--- src/hw/rtl/drrip_stream_dead_block_replacement_core_assert.svh ---
// assertion macros shared by the replacement core rtl
// expects clk and rst_n in the scope of every use
`ifndef DRRIP_STREAM_DEAD_BLOCK_REPLACEMENT_CORE_ASSERT_SVH
`define DRRIP_STREAM_DEAD_BLOCK_REPLACEMENT_CORE_ASSERT_SVH

// condition holds at every edge out of reset
`define DRRIP_ASSERT_ALWAYS(label, cond, msg) \
    label: assert property (@(posedge clk) disable iff (!rst_n) (cond)) else $error(msg);

// antecedent implies consequent in the same cycle
`define DRRIP_ASSERT_IMP(label, ante, cons, msg) \
    label: assert property (@(posedge clk) disable iff (!rst_n) (ante) |-> (cons)) \
        else $error(msg);

`endif

--- src/hw/rtl/drrip_pkg.sv ---
// shared types, constants and helpers of the replacement core
// no dependencies
package drrip_pkg;

    localparam int DEF_NUM_SETS    = 2048;
    localparam int DEF_NUM_WAYS    = 16;
    localparam int DEF_LEADER_SETS = 64;
    localparam int DEF_SEL_BITS    = 10;

    localparam int ADDR_W     = 64;
    localparam int SET_IN_W   = 11;
    localparam int WAY_IN_W   = 4;
    localparam int CFG_IDX_W  = 2;
    localparam int CFG_DATA_W = 32;
    localparam int PERIOD_W   = 32;
    localparam int RAND_W     = 16;

    localparam logic [1:0] RRPV_MAX  = 2'd3;
    localparam logic [1:0] RRPV_NEAR = 2'd2;
    localparam logic [1:0] RRPV_HIT  = 2'd0;
    localparam logic [1:0] DEAD_MAX  = 2'd3;
    localparam logic [1:0] DEAD_FILL = 2'd1;
    localparam logic [1:0] STREAM_ON = 2'd2;
    localparam logic [1:0] STREAM_TOP = 2'd3;

    localparam logic [PERIOD_W-1:0] DEF_DECAY = 32'd100000;
    localparam logic [RAND_W-1:0]   DEF_SEED  = 16'd44257;
    localparam logic [RAND_W-1:0]   LFSR_POLY = 16'hB400;

    localparam logic [CFG_IDX_W-1:0] CFG_DECAY = 2'd0;
    localparam logic [CFG_IDX_W-1:0] CFG_SEED  = 2'd1;

    typedef enum logic [2:0] {
        ROW_PASS,
        ROW_FIND_DEAD,
        ROW_AGE,
        ROW_FIND_TOP,
        ROW_SET,
        ROW_DECAY
    } row_op_t;

    typedef struct packed {
        row_op_t    op;
        logic [1:0] rrpv;
        logic [1:0] dead;
    } row_ctrl_t;

    typedef enum logic [3:0] {
        ST_CLEAR,
        ST_IDLE,
        ST_LOAD,
        ST_FIND_DEAD,
        ST_AGE,
        ST_FIND_TOP,
        ST_PROMOTE,
        ST_STREAM,
        ST_INSERT,
        ST_MOD,
        ST_RESULT,
        ST_SWEEP
    } state_t;

    // one step of the right-shifting galois lfsr
    function automatic logic [RAND_W-1:0] lfsr_step(input logic [RAND_W-1:0] s);
        logic [RAND_W-1:0] t;
        t = s >> 1;
        if (s[0])
        begin
            t = t ^ LFSR_POLY;
        end
        return t;
    endfunction

endpackage

--- src/hw/rtl/drrip_row_unit.sv ---
// shared row unit: search, ageing, single way write and decay over one set row
// depends on drrip_pkg
module drrip_row_unit #(
    parameter int NUM_WAYS = drrip_pkg::DEF_NUM_WAYS
) (
    input  drrip_pkg::row_ctrl_t           ctrl,
    input  logic [$clog2(NUM_WAYS)-1:0]    way,
    input  logic [4*NUM_WAYS-1:0]          row,
    output logic [4*NUM_WAYS-1:0]          row_out,
    output logic                           found,
    output logic [$clog2(NUM_WAYS)-1:0]    found_way
);
    import drrip_pkg::*;

    localparam int WAY_W = $clog2(NUM_WAYS);

    logic [NUM_WAYS-1:0] match;
    logic                any3;
    logic                any2;
    logic                any1;
    logic [1:0]          top;
    logic [1:0]          add;

    // per-way match vector and rrpv presence flags
    always_comb
    begin
        any3 = 1'b0;
        any2 = 1'b0;
        any1 = 1'b0;
        for (int w = 0; w < NUM_WAYS; w++)
        begin
            case (ctrl.op)
                ROW_FIND_DEAD: match[w] = (row[4*w +: 2] == RRPV_MAX) && (row[4*w+2 +: 2] == 2'd0);
                ROW_FIND_TOP:  match[w] = (row[4*w +: 2] == RRPV_MAX);
                default:       match[w] = 1'b0;
            endcase
            any3 = any3 | (row[4*w +: 2] == 2'd3);
            any2 = any2 | (row[4*w +: 2] == 2'd2);
            any1 = any1 | (row[4*w +: 2] == 2'd1);
        end
        if (any3)
        begin
            top = 2'd3;
        end
        else if (any2)
        begin
            top = 2'd2;
        end
        else if (any1)
        begin
            top = 2'd1;
        end
        else
        begin
            top = 2'd0;
        end
        add = RRPV_MAX - top;
    end

    // first matching way, lowest index wins
    always_comb
    begin
        found     = |match;
        found_way = '0;
        for (int w = NUM_WAYS - 1; w >= 0; w--)
        begin
            if (match[w])
            begin
                found_way = WAY_W'(w);
            end
        end
    end

    // row rewrite
    always_comb
    begin
        row_out = row;
        for (int w = 0; w < NUM_WAYS; w++)
        begin
            case (ctrl.op)
                ROW_AGE:
                begin
                    row_out[4*w +: 2] = row[4*w +: 2] + add;
                end
                ROW_SET:
                begin
                    if (way == WAY_W'(w))
                    begin
                        row_out[4*w +: 2]   = ctrl.rrpv;
                        row_out[4*w+2 +: 2] = ctrl.dead;
                    end
                end
                ROW_DECAY:
                begin
                    if (row[4*w+2 +: 2] != 2'd0)
                    begin
                        row_out[4*w+2 +: 2] = row[4*w+2 +: 2] - 2'd1;
                    end
                end
                default:
                begin
                    row_out[4*w +: 4] = row[4*w +: 4];
                end
            endcase
        end
    end

endmodule

--- config.mk ---
export PLATFORM = sky130hd
export DESIGN_NAME = drrip_row_unit
export DESIGN_NICKNAME = d
export VERILOG_FILES = /design/src/hw/rtl/drrip_stream_dead_block_replacement_core_assert.svh /design/src/hw/rtl/drrip_pkg.sv /design/src/hw/rtl/drrip_row_unit.sv
export SDC_FILE = /design/constraint.sdc
export NUM_CORES = 1
export LEC_CHECK = 0
export BUFFER_PORTS_ARGS = -buffer_cell sky130_fd_sc_hd__buf_2
export CAP_MARGIN = 0
export CORE_ASPECT_RATIO = 0.7
export CORE_MARGIN = 2
export CORE_UTILIZATION = 30
export DETAILED_ROUTE_END_ITERATION = 8
export MAX_ROUTING_LAYER = met4
export PLACE_DENSITY = 0.6
export SYNTH_ARGS = -nofsm -noshare
export SYNTH_HDL_FRONTEND = slang
export SYNTH_SLANG_ARGS = --single-unit
--- constraint.sdc ---
create_clock -name vclk -period 2.6
set_clock_uncertainty 0.05 [all_clocks]
set_input_delay 0.52 -clock vclk [all_inputs]
set_output_delay 0.52 -clock vclk [all_outputs]
set_load 0.005 [all_outputs]
==> flow_metrics.tcl, run 1 <==
set metrics [dict create \
    status "finished with violations" \
    violations "setup timing" \
    min_period_over_period_pct 109.9 \
    ys_types 52 \
    die_x_um 116.5 \
    preCtsSetupSlack_ns -0.2519 \
    nClkBuffers 0 \
    drc_errors 0 \
    ant_nets 0 \
    hold_buffers 0 \
    yosysTopAreaCell "mux2i_1" \
    vias 4141 \
    gr-usage-all-layers_pct 26.18 \
    setup_viol 16 \
    cp_data_arrival_time_ns 2.29 \
    fillCellCount 861 \
    layout_min_cycle_time_ns 2.857 \
    dpl_cell_area_um2 3905 \
    yosysWarnings 0 \
    timing.final.ws_setup_ns -0.2570 \
    ff_latch_area_um2 0 \
    fin_setup_tns_ns -3.474 \
    final_area_um2 4343 \
    path_class "input port to output pin" \
    drv_cap 0 \
    grt_max_degree 44 \
    antenna_cells 0 \
    synth_top_area_share_pct 11.68 \
    cp-end-kind "output pin" \
    synthTopCellsByArea "mux2i_1 12%, nand2_1 11%, o21ai_0 8.1%" \
    utilization_pct 51.01 \
    syn_nets 511 \
    fin_nets 712 \
    antenna_found_initial 0 \
    required_ns 2.03 \
    vias_per_cell 5.485 \
    maxSlewViolCount 0 \
    area_delta_synth_final_pct 63.42 \
    hold_path.startpoint "row[15]" \
    first_global_vias 3607 \
    hold_violations 0 \
    max_freq_ghz 0.3500 \
    synth_area_um2 2658 \
    syn_avg_cell_area_um2 6.095 \
    hold_path.class "input port to output pin" \
    seq_area_frac_synth_pct 0 \
    synth_cells 436 \
    io_pins 144 \
    wl_per_cell_um 17.14 \
    leakagePower_nw 2.039 \
    drt_wl_total_mm 12.94 \
    drive_gt1_share_pct 45.98 \
    hold_path_end "row_out[15]" \
    ir_worst_vdd_mv 0.06328 \
    overflow 0 \
    relSlewSlack_pct 68.58 \
    rsz0062_at_grt "yes" \
    core_area_um2 8513 \
    flops_and_latches 0 \
    powerDensity_nw_per_um2 145.2 \
    crit_path_start_kind "input port" \
    post-dp-hpwl_mm 10.37 \
    io_buffers 144 \
    place_congestion 1.023 \
    die_area_um2 9639 \
    core.rowCount 28 \
    fp.dieH_um 82.75 \
    grt_pass1_wl_mm 19.22 \
    start_util_pct 31.22 \
    final_common_cell "buf_2" \
    min_path_cells 3 \
    final_cell_mix "141 x buf_2, 73 x buf_4, 69 x nand2_1" \
    drt_iter0_drc 372 \
    worst_pin_slew_ns 0.4713 \
    worstPathMaxFanout 7 \
    first_pass_iters 5 \
    dpl.cell_count 738 \
    final_cells 755 \
]
-- worst max-delay path, cell delays in order --
cell and delay [ns]:
buf_2 0.13, nor2b_4 0.13, a2111oi_4 0.36, nand4_1 0.19, buf_4 0.19, o21ai_4 0.23, buf_12 0.17, a2bb2oi_2 0.15
o31ai_2 0.08, buf_2 0.13
-- layer usage --
metal	track usage, %	part of all wire (%)	wire length [µm]
met5	-	0	0
met4	2.976	1.5	189
met3	0.4380	7.3	942
met2	39.36	42	5394
met1	39.99	50	6413
-- report_power, final --
part	internal [mW]	switching (mW)
Sequential	0	0
Clock	0	0
Combinational	0.295	0.336
Total	0.295	0.336
-- cell type report --
| cell class | count | area (µm²) | area share (%) |
|---|---|---|---|
| Inverter | 16 | 60.06 | 1.383 |
| Multi-Input combinational cell | 391 | 2684 | 61.80 |
| Tap cell | 120 | 150.1 | 3.457 |
| Timing Repair Buffer | 228 | 1449 | 33.36 |
-- cells in the mapped netlist, types with 2 or more instances --
library cell,instances
a2111oi_2,3
a21o_1,2
a21oi_1,18
a22o_1,2
a2bb2oi_2,8
a31oi_1,6
a32oi_1,2
and2_1,6
buf_1,2
buf_2,6
buf_6,3
clkbuf_1,18
inv_1,14
inv_2,2
mux2i_1,31
nand2_1,78
nand2b_1,20
nand3_1,12
nand3b_1,4
nand4_1,10
nor2_1,36
nor2b_1,15
nor3_1,6
nor3_2,3
nor4_1,2
o2111ai_1,4
o211ai_1,6
o21ai_0,43
o21ai_1,8
o21ba_2,4
o21bai_1,15
o221ai_1,10
o22a_1,3
o22ai_1,9
o31ai_1,2
o31ai_2,2
or2_2,6
-- logic make-up (layout without fill, tap and decap cells) --
group | Yosys count | count (layout) | synth area share (%)
buf+inv | 45 | 244 | 7.486
simple gates | 204 | 204 | 38.00
mux | 31 | 31 | 11.68
compound gates | 156 | 156 | 42.84
-- what timing repair did --
action | in CTS | in global routing
gates resized for setup | 26 | 59
setup buffers | 3 | 12
gates cloned | 1 | 2
setup endpoints to repair | 30 | 56
pin swaps | 10 | 8
-- worst max path at each step --
stage,startpoint,endpoint,slack [ns],cells past startpoint
finish,row[13],row_out[20],-0.26,10
global route,row[13],row_out[20],-0.35,10
CTS,row[25],row_out[8],-0.20,11
detailed placement,row[41],row_out[20],-0.25,7
global placement,row[49],row_out[20],-0.23,7
floorplan,ctrl[4],row_out[28],0.23,8
-- through the flow --
| step | total power, mW | hold WS [ns] |
|---|---|---|
| after floorplan | 0.2656 | 1.080 |
| after global placement | 0.5535 | 1.301 |
| after detailed placement | 0.5616 | 1.302 |
| after CTS | 0.5836 | 1.303 |
| after global routing | 0.6865 | 1.341 |
| final | 0.6305 | 1.302 |
(Power assumes the default switching activity.)
==> inputs of run 2 (changes only) <==
--- a/config.mk
+++ b/config.mk
@@ -5,6 +5,7 @@
 export SDC_FILE = /design/constraint.sdc
 export NUM_CORES = 1
 export LEC_CHECK = 0
+export ABC_AREA = 1
 export BUFFER_PORTS_ARGS = -buffer_cell sky130_fd_sc_hd__buf_2
 export CAP_MARGIN = 0
 export CORE_ASPECT_RATIO = 0.7
@@ -12,7 +13,7 @@
 export CORE_UTILIZATION = 30
 export DETAILED_ROUTE_END_ITERATION = 8
 export MAX_ROUTING_LAYER = met4
-export PLACE_DENSITY = 0.6
+export PLACE_DENSITY = 0.59
 export SYNTH_ARGS = -nofsm -noshare
 export SYNTH_HDL_FRONTEND = slang
 export SYNTH_SLANG_ARGS = --single-unit
==> run 2 against run 1 <==
Hold slack better by 0.022 ns. The flow still finishes with violations (setup timing). Critical path type unchanged. Utilization is 6.2 points higher. Design area is 14% higher.
==> flow_metrics.tcl, run 2 <==
set metrics [dict create \
    gr-usage-all-layers_pct 29.82 \
    critical_path.endpoint "row_out[53]" \
    yosys.area_share.simple_pct 49.77 \
    syn_nets 639 \
    start_util_pct 31.48 \
    antenna_found_initial 0 \
    fp.dieH_um 83.56 \
    grt_max_degree 40 \
    leakagePower_nw 2.519 \
    drv_cap 0 \
    synth_compound_area_share_pct 34.55 \
    grt_pass1_wl_mm 23.60 \
    final_area_um2 4931 \
    overflow 0 \
    vias 5040 \
    whs_ns 1.324 \
    drt_wl_total_mm 15.87 \
    violations "setup timing" \
    max_freq_ghz 0.3793 \
    preCtsSetupSlack_ns -0.3448 \
    setup_viol 14 \
    dpl.cell_count 864 \
    rsz0062_at_grt "yes" \
    final_cells 882 \
    synth_commonest_cells "134 x nand2_1, 75 x inv_1, 74 x nand3_1, 54 x o21ai_0, 52 x nor2_1" \
    synth_xor_area_share_pct 0 \
    synthMostInstantiatedCell "nand2_1" \
    crit_start "row[53]" \
    hold_path.class "input port to output pin" \
    vias_per_cell 5.714 \
    seq_area_frac_synth_pct 0 \
    cp_slowest_stage_delay_ns 0.26 \
    wl_met3_mm 1.444 \
    first_pass_iters 5 \
    worst_pin_slew_ns 0.6167 \
    path_cells "buf_8, inv_4, nand2_2, o211ai_1, a211oi_1, nand3_1, nand2_1, nand2_2, clkinv_4, buf_12, nand2_4, nand3_2, nand2_1, o211ai_1, buf_2" \
    final_common_cell "buf_2" \
    utilization_pct 57.22 \
    cp-end-kind "output pin" \
    io_pins 144 \
    ys_types 31 \
    post-dp-hpwl_mm 12.25 \
    synth_cells 564 \
    highest_layer "met4" \
    yosysWarnings 0 \
    core.rowCount 28 \
    dpl_cell_area_um2 3980 \
    fin_nets 839 \
    synth_fa_ha_area_share_pct 0 \
    ir_worst_vdd_mv 0.08198 \
    die_x_um 117.7 \
    synth_top_area_share_pct 18.54 \
    wl_per_cell_um 17.99 \
    wl_met2_mm 6.879 \
    die_area_um2 9831 \
    hold_buffers 0 \
    nClkBuffers 0 \
    drt_iter0_drc 598 \
    fin_setup_tns_ns -0.2249 \
    synth.area.mux_share_pct 0 \
    flops_and_latches 0 \
    yosysTopAreaCell "nand2_1" \
    required_ns 2.03 \
    syn_avg_cell_area_um2 4.810 \
    synth_top_family_by_area "simple AND/OR/NAND/NOR gates" \
    synthTopCellsByArea "nand2_1 19%, nand3_1 14%, inv_1 10%" \
    ff_latch_area_um2 0 \
    synth_area_um2 2713 \
    final_cell_mix "123 x buf_2, 94 x nand2_1, 71 x buf_4" \
    io_buffers 144 \
    p_total_mw 0.7733 \
    drive_gt1_share_pct 46.33 \
    powerDensity_nw_per_um2 156.8 \
    area_delta_synth_final_pct 81.78 \
    maxSlewViolCount 0 \
    drc_errors 0 \
    min_period_over_period_pct 101.4 \
    wl_met1_mm 7.180 \
    core_area_um2 8618 \
    ant_nets 0 \
    worstPathMaxFanout 6 \
    path_class "input port to output pin" \
    hold_violations 0 \
    crit_path_start_kind "input port" \
    antenna_cells 0 \
    place_congestion 0.9969 \
    timing.final.ws_setup_ns -0.03663 \
    status "finished with violations" \
    relSlewSlack_pct 58.84 \
    layout_min_cycle_time_ns 2.637 \
    cp_data_arrival_time_ns 2.07 \
    first_global_vias 4453 \
    hold_path.startpoint "row[62]" \
    cp_slowest_cell "a211oi_1" \
]
==> run 2: cell types whose count changed in the layout (fill, tap and decap cells not counted), moves of 12 or more <==
cell	before	now
o21ai_0	35	49
nand3_2	0	31
nor3_1	4	18
buf_2	141	123
nand2_2	5	23
mux2i_1	31	0
nand3_1	12	39
nand2_4	4	17
o21bai_1	13	1
o211ai_1	6	21
buf_6	6	22
inv_1	14	59
nand2_1	69	94
nand2b_1	18	0
==> run 2: repair_timing <==
item / CTS / global route
cloned: 0 / 1
setup buffers: 7 / 10
endpoints found under the setup margin: 32 / 49
resized for setup: 36 / 186
pin swaps: 13 / 44
==> run 2: how the worst min path moves through the flow <==
stage | slack (ns) | end | cells past startpoint
3_3_place_gp | 1.33 | row_out[10] | 4
4_1_cts | 1.33 | row_out[25] | 4
6_report | 1.32 | row_out[62] | 3
3_5_place_dp | 1.33 | row_out[25] | 4
2_1_floorplan | 1.08 | row_out[62] | 1
5_1_grt | 1.35 | row_out[62] | 3
==> run 2: cell type report <==
cell class                 count  area (µm²)
tap                          120       150.1
inverter                      80       332.8
timing repair inverter         1       8.758
timing repair buffer         226        1564
multi-input combinational    455        2875
fill                         907        3687
==> run 2: logic make-up (layout without fill, tap and decap cells) <==
| family | after synthesis | after routing |
|---|---|---|
| AOI/OAI and AO/OA | 150 | 150 |
| buffers and inverters | 109 | 307 |
| and+or+nand+nor | 305 | 305 |
==> run 2: where the power goes <==
part | switching (mW) | internal [mW]
logic | 0.442 | 0.331
registers | 0 | 0
clock network | 0 | 0
==> run 2: per-layer routing <==
metal	global-route usage (%)	vias up
li1	-	2382
met1	43.93	2353
met2	45.56	278
met3	2.186	27
met4	3.176	0
met5	-	-
==> run 2: worst max-delay path: cells and delay by family <==
family | cells | cell delay, ns
AO/OA/AOI/OAI | 3 | 0.52
buffers and inverters | 5 | 0.54
AND/OR/NAND/NOR | 7 | 0.47
