## config.mk

```make
export PLATFORM = sky130hd
export DESIGN_NAME = drrip_mod_unit
export DESIGN_NICKNAME = d
export VERILOG_FILES = /design/src/hw/rtl/drrip_stream_dead_block_replacement_core_assert.svh /design/src/hw/rtl/drrip_pkg.sv /design/src/hw/rtl/drrip_mod_unit.sv
export SDC_FILE = /design/constraint.sdc
export NUM_CORES = 1
export LEC_CHECK = 0
export ABC_CLOCK_PERIOD_IN_PS = 7100
export BUFFER_PORTS_ARGS = -buffer_cell sky130_fd_sc_hd__buf_2
export CAP_MARGIN = 0
export CORE_ASPECT_RATIO = 0.9
export CORE_MARGIN = 2
export CORE_UTILIZATION = 40
export DETAILED_ROUTE_END_ITERATION = 7
export PLACE_DENSITY = 0.55
export SLEW_MARGIN = 20
export SYNTH_ARGS = -nofsm -noshare
export SYNTH_HDL_FRONTEND = slang
export SYNTH_SLANG_ARGS = --single-unit
```

## constraint.sdc

```tcl
create_clock -name clk -period 7.1 [get_ports clk]
set_clock_uncertainty 0.15 [all_clocks]
set_input_delay 0.355 -clock clk [delete_from_list [all_inputs] [get_ports clk]]
set_output_delay 0.355 -clock clk [all_outputs]
set_load 0.01 [all_outputs]
```

## src/hw/rtl/drrip_stream_dead_block_replacement_core_assert.svh

```systemverilog
// assertion macros shared by the replacement core rtl
// expects clk and rst_n in the scope of every use
`ifndef DRRIP_STREAM_DEAD_BLOCK_REPLACEMENT_CORE_ASSERT_SVH
`define DRRIP_STREAM_DEAD_BLOCK_REPLACEMENT_CORE_ASSERT_SVH

// condition holds at every edge out of reset
`define DRRIP_ASSERT_ALWAYS(label, cond, msg) \
    label: assert property (@(posedge clk) disable iff (!rst_n) (cond)) else $error(msg);

// antecedent implies consequent in the same cycle
`define DRRIP_ASSERT_IMP(label, ante, cons, msg) \
    label: assert property (@(posedge clk) disable iff (!rst_n) (ante) |-> (cons)) \
        else $error(msg);

`endif

```

## src/hw/rtl/drrip_pkg.sv

```systemverilog
// shared types, constants and helpers of the replacement core
// no dependencies
package drrip_pkg;

    localparam int DEF_NUM_SETS    = 2048;
    localparam int DEF_NUM_WAYS    = 16;
    localparam int DEF_LEADER_SETS = 64;
    localparam int DEF_SEL_BITS    = 10;

    localparam int ADDR_W     = 64;
    localparam int SET_IN_W   = 11;
    localparam int WAY_IN_W   = 4;
    localparam int CFG_IDX_W  = 2;
    localparam int CFG_DATA_W = 32;
    localparam int PERIOD_W   = 32;
    localparam int RAND_W     = 16;

    localparam logic [1:0] RRPV_MAX  = 2'd3;
    localparam logic [1:0] RRPV_NEAR = 2'd2;
    localparam logic [1:0] RRPV_HIT  = 2'd0;
    localparam logic [1:0] DEAD_MAX  = 2'd3;
    localparam logic [1:0] DEAD_FILL = 2'd1;
    localparam logic [1:0] STREAM_ON = 2'd2;
    localparam logic [1:0] STREAM_TOP = 2'd3;

    localparam logic [PERIOD_W-1:0] DEF_DECAY = 32'd100000;
    localparam logic [RAND_W-1:0]   DEF_SEED  = 16'd44257;
    localparam logic [RAND_W-1:0]   LFSR_POLY = 16'hB400;

    localparam logic [CFG_IDX_W-1:0] CFG_DECAY = 2'd0;
    localparam logic [CFG_IDX_W-1:0] CFG_SEED  = 2'd1;

    typedef enum logic [2:0] {
        ROW_PASS,
        ROW_FIND_DEAD,
        ROW_AGE,
        ROW_FIND_TOP,
        ROW_SET,
        ROW_DECAY
    } row_op_t;

    typedef struct packed {
        row_op_t    op;
        logic [1:0] rrpv;
        logic [1:0] dead;
    } row_ctrl_t;

    typedef enum logic [3:0] {
        ST_CLEAR,
        ST_IDLE,
        ST_LOAD,
        ST_FIND_DEAD,
        ST_AGE,
        ST_FIND_TOP,
        ST_PROMOTE,
        ST_STREAM,
        ST_INSERT,
        ST_MOD,
        ST_RESULT,
        ST_SWEEP
    } state_t;

    // one step of the right-shifting galois lfsr
    function automatic logic [RAND_W-1:0] lfsr_step(input logic [RAND_W-1:0] s);
        logic [RAND_W-1:0] t;
        t = s >> 1;
        if (s[0])
        begin
            t = t ^ LFSR_POLY;
        end
        return t;
    endfunction

endpackage

```

## src/hw/rtl/drrip_mod_unit.sv

```systemverilog
// restoring remainder unit, one quotient bit per cycle
// depends on drrip_pkg
module drrip_mod_unit (
    input  logic                            clk,
    input  logic                            rst_n,
    input  logic                            start,
    input  logic [drrip_pkg::PERIOD_W-1:0]  dividend,
    input  logic [drrip_pkg::PERIOD_W-1:0]  divisor,
    output logic                            done,
    output logic [drrip_pkg::PERIOD_W-1:0]  remainder
);
    import drrip_pkg::*;

    localparam int STEP_W = $clog2(PERIOD_W + 1);

    logic [PERIOD_W-1:0] rem_reg,   rem_next;
    logic [PERIOD_W-1:0] num_reg,   num_next;
    logic [PERIOD_W-1:0] den_reg,   den_next;
    logic [STEP_W-1:0]   steps_reg, steps_next;
    logic                busy_reg,  busy_next;
    logic                done_reg,  done_next;
    logic [PERIOD_W:0]   trial;

    // one shift and conditional subtract per cycle
    always_comb
    begin
        rem_next   = rem_reg;
        num_next   = num_reg;
        den_next   = den_reg;
        steps_next = steps_reg;
        busy_next  = busy_reg;
        done_next  = 1'b0;
        trial      = {rem_reg, num_reg[PERIOD_W-1]};
        if (start)
        begin
            rem_next   = '0;
            num_next   = dividend;
            den_next   = divisor;
            steps_next = STEP_W'(PERIOD_W);
            busy_next  = 1'b1;
        end
        else if (busy_reg)
        begin
            if (trial >= {1'b0, den_reg})
            begin
                rem_next = PERIOD_W'(trial - {1'b0, den_reg});
            end
            else
            begin
                rem_next = PERIOD_W'(trial);
            end
            num_next   = num_reg << 1;
            steps_next = steps_reg - STEP_W'(1);
            if (steps_reg == STEP_W'(1))
            begin
                busy_next = 1'b0;
                done_next = 1'b1;
            end
        end
    end

    always_ff @(posedge clk or negedge rst_n)
    begin
        if (!rst_n)
        begin
            rem_reg   <= '0;
            num_reg   <= '0;
            den_reg   <= '0;
            steps_reg <= '0;
            busy_reg  <= 1'b0;
            done_reg  <= 1'b0;
        end
        else
        begin
            rem_reg   <= rem_next;
            num_reg   <= num_next;
            den_reg   <= den_next;
            steps_reg <= steps_next;
            busy_reg  <= busy_next;
            done_reg  <= done_next;
        end
    end

    assign done      = done_reg;
    assign remainder = rem_reg;

endmodule

```

==> results.txt, run 1 <==
- The worst path in the final design needs a cycle of 3510 ps, including I/O delays and setup.
- The first routing iteration left about 350 violations.
- The first detailed-routing pass took 8 iterations.
- The flow ran to the end, but the final reports show violations.
- The number of endpoints with negative hold slack in the final report was 0.
- At the later pin of the worst-skew pair, clock insertion delay measures around 360 ps.
* Violations in the final reports: DRC
- HPWL after detailed placement: ~12 mm
* Net count, final: 941
* Cell area after synthesis: ~0.0067 mm²
- After global routing the overflow that remains totals 0.
* Total wirelength of the detailed-routed design: around 17 mm
- Unrepaired setup endpoints after global routing: no
- Each instance of the synthesized netlist takes up on average 8.61 µm².
* Switching fraction of total power: ~44%
* Number of antenna violations at the first check in global routing: 0
* Diodes inserted: 0
* Clock share of power: between 15 and 20%
- Setup crit start kind: register
- Routability-driven placement finished with a final weighted congestion of about 0.86.
- The total count of max-transition violations in the final report was 0.
- In this run the power density over the cells is about 380 mW/mm².
- Routed length on met3: about 740 µm
- Counting the buffers created by CTS gives 9.
* Highest net fanout along the worst path: 22
- TritonCTS clock tree: done
* Global-route wire length before repair: around 29 mm
- The detailed router placed between 5000 and 6000 vias in this run.
- Number of placement rows: 44
- Before CTS, the worst setup slack after placement is ~3600 ps.
- Area growth from synthesis to layout: 13.1%
- Cell internal power was estimated by the tool at ~0.0016 W.
- Yosys Warn Count: 0
- Summed over all nets, the switching power comes to about 0.0013 W.
* Sequential element share of the synthesized area: between 30% and 40%
- Initial core utilization: around two fifths
* Detailed-route DRC error count: 7
* Total instance count after detailed placement: between 1000 and 1500
- Final routed wire length divided by cell count: between 15 and 20 µm
* H-tree depth: 3
- Count of instances resized after the clock tree is built: 0
- The worst setup path is of the register to register kind.
- Most used flip-flop cell after synthesis: sky130_fd_sc_hd__dfrtp_1
- Synthesis-stage register bit count: ~100
- Power share of the combinational group: 52.9%
- Using the TritonRoute via totals, the vias-per-cell ratio works out to around 5.4.
- Clock tree sinks: between 100 and 150
- Final Worst Setup Slack: ~3600 ps
- Number of nets in the synthesized netlist: roughly 880
* Met2 wire len: between 7 and 8 mm
- After layout, the worst path uses between 40% and 50% of the clock period.
- Die height: approximately 130 µm
- 100 I/O pins were placed.
- Clock-pin slew was measured on the worst setup and hold paths at roughly 70 ps.
* Achievable Freq: between 200 and 300 MHz
* Post-CTS Setup Bufs: 0
- STA classifies the critical path endpoint as a register.
- The die covers 0.0177 mm².
- DR top layer: met4
- The finished layout holds around 1100 standard cells, fillers aside.
- Routed met1 length: ~8.6 mm
- In this run the worst hold path is classified as primary input to register.
- Placeable core region: 0.0162 mm²
- Final core occ: between 40 and 50%
* Gr usage total: roughly a fifth
- Of all flip-flops after synthesis, the portion carrying an async set or reset was between 90% and 100%.
* Maximum VDD drop: ~0.19 mV
- The cell count after synthesis came out at around 770.
- Detail Route Antenna Nets: 0
- Via count of the first global-routing pass: about 5700
* Leakage power of the design: approximately 3.9 nW
- In this run the tightest slew margin relative to its limit is between 40% and 50%.
* Slew of the pin with the lowest slew margin: 885 ps
* Die span in x: 140 µm
* Max Cap Violations: 0
- Largest net degree at the start of global routing: between 90 and 100
* Setup TNS: 0 ps
* Clock buffer depth: 2
- Reg power frac: 29.3%
- The post-route netlist has 16.5% of its cells at a drive strength greater than 1.
* Number of unique standard cell types used by synthesis: 74
* Buffers on Ports: approximately 100
* CP Data Required Time: around 7200 ps
- CP Data Arrival Time: between 3000 and 4000 ps
- The synthesized design contains 0 enable-type register cells.
- CTS Root Buffer Type: sky130_fd_sc_hd__clkbuf_16
- Endpoints failing setup: 0
-- layout make-up --
| cell class | count | area, µm² |
|---|---|---|
| clock inverter | 6 | 68.8 |
| sequential | 104 | 2610 |
| multi-input combinational | 580 | 3680 |
| fill | 1602 | 8700 |
| tap | 207 | 259 |
| timing repair buffer | 104 | 541 |
| clock buffer | 10 | 229 |
| inverter | 40 | 150 |
-- metal layers --
metal | up-vias | GRT usage (%)
met4 | 0 | 5.17
met3 | 16 | 3.89
met1 | 2699 | 29.1
li1 | 2868 | -
met5 | - | 0
met2 | 120 | 29.4
-- power groups by stage --
stage / Combinational (W) / Clock, W / Sequential (W)
after global routing: 0.00169 / 0.000547 / 0.000857
after global placement: 0.00149 / 0 / 0.000843
after floorplan: 0.00111 / 0 / 0.000847
final: 0.00151 / 0.000510 / 0.000837
after detailed placement: 0.00150 / 0 / 0.000849
after CTS: 0.00151 / 0.000524 / 0.000837
-- cells by family (layout without fill, tap and decap cells) --
logic type	Yosys count	count (layout)	share of synthesized area (%)
multiplexers	34	34	5.13
AND/OR/NAND/NOR	261	261	17.8
AO/OA/AOI/OAI	231	231	23.2
flip-flops	104	104	39.1
XOR/XNOR	19	19	2.50
buffers and inverters	90	160	5.67
adder cells (fa/ha/maj)	35	35	6.69
-- worst paths after layout --
check,from,endpoint,slack (ps),cells past startpoint
setup / recovery,remainder[23],remainder[20],3590,10
hold / removal,divisor[13],den_reg[13],50,3
setup reg to reg,remainder[23],remainder[20],3590,10
hold reg to reg,den_reg[9],den_reg[9],380,2
max in group asynchronous,rst_n,busy_reg,5110,3
min in group asynchronous,rst_n,den_reg[17],350,2
-- Yosys cell counts (all sizes together) (9+ instances only) --
master	instances	area (µm²)
nand2	129	487
dfrtp	104	2600
o21ai	86	434
nor2	57	216
inv	39	146
a21oi	38	194
ha	34	425
mux2i	33	330
clkbuf	27	103
a311oi	26	253
buf	23	125
a21o	18	135
nand3	15	75.1
a211oi	12	95.1
xor2	10	87.6
nand4	9	62.6
nor3	9	45.0
xnor2	9	78.8
-- through the flow --
step / total power, W / hold WS, ps / cell area (µm²)
floorplan: 0.00195 / -90.6 / 6660
global placement: 0.00233 / 187 / 7230
detailed placement: 0.00234 / 192 / 7230
CTS: 0.00287 / 44.1 / 7540
global route: 0.00309 / 60.9 / 7540
finish: 0.00286 / 51.1 / 7540
-- worst max-delay path, cell delays in order, from the launching register on --
cell                       delay (ps)
sky130_fd_sc_hd__dfrtp_1          420
sky130_fd_sc_hd__ha_1             440
sky130_fd_sc_hd__a211o_1          350
sky130_fd_sc_hd__or2_2            290
sky130_fd_sc_hd__nor2_1            90
sky130_fd_sc_hd__a211o_1          190
sky130_fd_sc_hd__o21bai_1         100
sky130_fd_sc_hd__nor2_2           460
sky130_fd_sc_hd__buf_4            400
sky130_fd_sc_hd__a211oi_1          90
sky130_fd_sc_hd__o41a_1           410
-- cells in the final DEF (no fill, tap or decap), types with 5 or more instances in the layout --
master                      instances
sky130_fd_sc_hd__nor3_1             9
sky130_fd_sc_hd__a21o_1            18
sky130_fd_sc_hd__nand3_1           15
sky130_fd_sc_hd__o21ai_0           84
sky130_fd_sc_hd__inv_1             39
sky130_fd_sc_hd__nand4_1            8
sky130_fd_sc_hd__a211oi_1          11
sky130_fd_sc_hd__mux2i_1           33
sky130_fd_sc_hd__xnor2_1            9
sky130_fd_sc_hd__o21bai_1           5
sky130_fd_sc_hd__nand2b_1           7
sky130_fd_sc_hd__a311oi_1          22
sky130_fd_sc_hd__and3_1             5
sky130_fd_sc_hd__buf_2             97
sky130_fd_sc_hd__nand2_1          128
sky130_fd_sc_hd__dfrtp_1          103
sky130_fd_sc_hd__xor2_1            10
sky130_fd_sc_hd__o21a_1             7
sky130_fd_sc_hd__a21oi_1           37
sky130_fd_sc_hd__nor2_1            56
sky130_fd_sc_hd__a31oi_1            6
sky130_fd_sc_hd__buf_4              6
sky130_fd_sc_hd__a211o_1            5
sky130_fd_sc_hd__ha_1              34
sky130_fd_sc_hd__clkbuf_16          9
-- what timing repair did --
item / in CTS / in global routing
hold buffers: 1 / 0
setup endpoints to repair: 0 / 0
hold endpoints to repair: 34 / 0
(Power assumes the default switching activity.)
==> inputs of run 2 (changes only) <==
- ABC_CLOCK_PERIOD_IN_PS: 7100 -> 2900
- PLACE_DENSITY: 0.55 -> 0.58
- clock period: 7.1 -> 2.9 ns (I/O delays scaled with it)
==> run 2 against run 1 <==
Hold slack improved by 92 ps. Flip-flop and latch count did not move. Maximum frequency rose by 15%. The flow finishes with violations (DRC, setup timing). Combinational power grew to 3.7 times the previous value. Highest routed layer unchanged. Sequential share of layout area is 7.4 points lower. Die area unchanged. First-iteration DRC count rose by 33%. Register-to-register slack got worse by 3800 ps. Sequential power grew 140%. Power increased to 3.1 times the previous value. Largest cell class unchanged. Critical path depth is 2 higher. Clock-buffer cell count did not move.
==> results.txt, run 2 (synthesis gave the netlist of run 1 again) <==
- The post-DP HPWL was 13.4 mm (was 12.1 mm).
- Number of buffers created by CTS: 9 (unchanged)
- Leading cell types in the layout, fill and taps excluded: 124 x sky130_fd_sc_hd__nand2_1, 103 x sky130_fd_sc_hd__dfrtp_1, 101 x sky130_fd_sc_hd__buf_4, 97 x sky130_fd_sc_hd__buf_2, 83 x sky130_fd_sc_hd__o21ai_0 (was 128 x sky130_fd_sc_hd__nand2_1, 103 x sky130_fd_sc_hd__dfrtp_1, 97 x sky130_fd_sc_hd__buf_2, 84 x sky130_fd_sc_hd__o21ai_0, 56 x sky130_fd_sc_hd__nor2_1).
* Class of the tightest hold or removal check: primary input to register (unchanged)
- Weighted congestion reported at the end of routability-driven placement: 0.879 (was 0.858)
* Leakage power of the design: 4.72 nW (was 3.85 nW)
* Largest net degree at the start of global routing: 61 (was 93)
* Maximum VDD drop: 0.356 mV (was 0.189 mV)
- The count of pins on the block boundary is 100 (unchanged).
- The CTS sink count is 104 (unchanged).
- The post-route worst setup slack was -162 ps (was 3590 ps).
- The part of the cycle the worst path needs is 106% (was 49.4%).
- The final number of setup-violating endpoints is 9 (was 0).
- The critical path data arrival time came to 3160 ps (was 3590 ps).
- The share of final-layout standard cells stronger than drive strength 1 is 30.4% (was 16.5%).
- CP Data Required Time: 3000 ps (was 7180 ps)
- Die span in x: 140 µm (unchanged)
* Fin. Hold Viols: 0 (unchanged)
* Pwr/cell area: 925 mW/mm² (was 379 mW/mm²)
* Net count, final: 1112 (was 941)
- Post-layout instance count excluding filler cells: 1222 (was 1051)
- Outcome: finished, violations left (unchanged)
- The remaining antenna violation count after routing came to 0 (unchanged).
- The startpoint of the lowest-slack register-to-register path was num_reg[31] (was remainder[23]).
- The number of maximum-capacitance violations was 0 (unchanged).
* Startpoint of the tightest hold check path: start (was divisor[13])
- Clock input transition at the sequential cells of the worst setup and hold paths: 80 ps (was 70 ps)
* CTS Root Buffer Type: sky130_fd_sc_hd__clkbuf_16 (unchanged)
- Logic depth of the worst register-to-register path: 12 (was 10)
- The total power of the final layout was 0.00886 W (was 0.00286 W).
* TritonCTS clock tree: done (unchanged)
- The port buffer count is 99 (unchanged).
- Floorplan die area: 0.0177 mm² (unchanged)
- The die boundary height was 126 µm (unchanged).
- The overall overflow remaining after global route is 0 (unchanged).
- Gr usage total: 21.9% (was 19.6%)
- Detailed Route Iter0 Violations: 461 (was 347)
- Relative max-transition margin: 51.8% (was 41.0%)
- The fmax came to 327 MHz (was 285 MHz).
* Total count of max-transition violations in the final report: 0 (unchanged)
- Placeable core region: 0.0162 mm² (unchanged)
* Total wirelength of the detailed-routed design: 19.5 mm (was 16.8 mm)
* Minimum clock period: 3060 ps (was 3510 ps)
- Path type of the worst setup path: register to register (unchanged)
* Via count of the first global-routing pass: 6673 (was 5690)
* Slew of the pin with the lowest slew margin: 723 ps (was 885 ps)
* H-tree depth: 3 (unchanged)
- The number of antenna violations at the first check in global routing was 0 (unchanged).
- Global-route wire length before repair: 31.9 mm (was 28.7 mm)
- Total instance count after detailed placement: 1127 (was 1034)
* Latest clock arrival within the worst-skew pair: 360 ps (about the same)
- The number of DRC violations after detailed routing was 6 (was 7).
* Terminating pin of the worst hold path: den_reg[29] (was den_reg[13])
- Diodes inserted: 0 (unchanged)
- Drt via density: 5.36 (was 5.43)
- The highest fanout seen on the critical path was 2 (was 22).
- The critical path endpoint category was a register (unchanged).
- The area growth from synthesis to layout is 43.7% (was 13.1%).
- The number of cells on the worst hold path was 3 (unchanged).
* Register-to-register path setup slack: -160 ps (was 3590 ps)
* Setup crit start kind: register (unchanged)
- The terminus of the critical flop-to-flop path is remainder[20] (unchanged).
- Initial core utilization: 41.0% (unchanged)
* Clock buffer depth: 2 (unchanged)
- Vias after detailed routing: 6544 (was 5703)
* Final routed wire length divided by cell count: 16.0 µm (about the same)
* Unrepaired setup endpoints after global routing: yes (was no)
- Number of detailed-routing iterations run before antenna repair: 7 (was 8)
- Most common cell after layout, fill and taps aside: sky130_fd_sc_hd__nand2_1 (unchanged)
- Violations in the final reports: DRC, setup timing (was DRC)
- The cell row count was 44 (unchanged).
[run 2: cell count changes in the layout (fill, tap and decap cells not counted), moves of 6 or more]
cell	previous run	this run
sky130_fd_sc_hd__a211oi_2	1	7
sky130_fd_sc_hd__ha_4	0	9
sky130_fd_sc_hd__buf_4	6	101
sky130_fd_sc_hd__ha_1	34	21
sky130_fd_sc_hd__dlygate4sd3_1	1	65
sky130_fd_sc_hd__a311oi_2	4	11
sky130_fd_sc_hd__a21oi_1	37	28
sky130_fd_sc_hd__a21oi_2	1	7
sky130_fd_sc_hd__a211oi_1	11	3
sky130_fd_sc_hd__buf_6	0	6
sky130_fd_sc_hd__a311oi_1	22	13
[run 2: report_power, final]
| part | total [W] | internal (W) | leakage (nW) | switching [W] |
|---|---|---|---|---|
| logic | 0.00564 | 0.00272 | 3.27 | 0.00292 |
| registers | 0.00199 | 0.00175 | 1.31 | 0.000241 |
| clock network | 0.00123 | 0.000607 | 0.144 | 0.000621 |
| total | 0.00886 | 0.00508 | 4.72 | 0.00378 |
[run 2: how the worst max path moves through the flow]
stage | start | endpoint
2_1_floorplan | num_reg[31] | remainder[30]
3_3_place_gp | num_reg[31] | remainder[30]
3_5_place_dp | num_reg[31] | remainder[24]
4_1_cts | num_reg[31] | remainder[24]
5_1_grt | num_reg[31] | remainder[20]
6_report | num_reg[31] | remainder[20]
[run 2: final cells by class]
type | count | area (µm²)
Fill cell | 1428 | 6670
Multi-Input combinational cell | 580 | 4200
Sequential cell | 104 | 2610
Timing Repair Buffer | 275 | 2070
Tap cell | 207 | 259
Clock buffer | 10 | 229
Inverter | 40 | 150
Clock inverter | 6 | 61.3
[run 2: metrics by stage]
stage	hold WS (ps)	util, %	worst slack [ps]	area (µm²)	setup TNS [ps]
global placement	97.1	49.2	-143	8000	-938
finish	143	59.0	-162	9580	-656
global route	179	59.0	-286	9580	-2050
detailed placement	103	49.2	-204	8000	-1950
CTS	133	56.0	-139	9090	-763
floorplan	-301	-	13.3	6700	0
[run 2: routing by layer]
metal  vias up  global-route usage (%)  wire length [µm]
met2       147                    36.3              9020
met3        32                    3.96               747
met5         -                       0                 0
met1      3143                    29.3              9320
li1       3222                       -                 -
met4         0                    7.25               419
[run 2: worst max-delay path: stages (launching register included)]
cell	delay, ps
sky130_fd_sc_hd__dfrtp_1	360
sky130_fd_sc_hd__inv_1	50
sky130_fd_sc_hd__ha_2	190
sky130_fd_sc_hd__fa_2	350
sky130_fd_sc_hd__and2b_2	260
sky130_fd_sc_hd__o2111ai_4	130
sky130_fd_sc_hd__a2111oi_4	440
sky130_fd_sc_hd__buf_4	200
sky130_fd_sc_hd__nor3_4	40
sky130_fd_sc_hd__o21bai_2	150
sky130_fd_sc_hd__nand3_1	110
sky130_fd_sc_hd__and4_1	160
sky130_fd_sc_hd__o41a_1	360
[run 2: timing repair]
action,CTS,global route
hold endpoints to repair,116,0
setup buffers,4,11
resized for setup,22,69
hold buffers,65,0
cloned,0,1
pin swaps,11,38
setup endpoints to repair,30,32
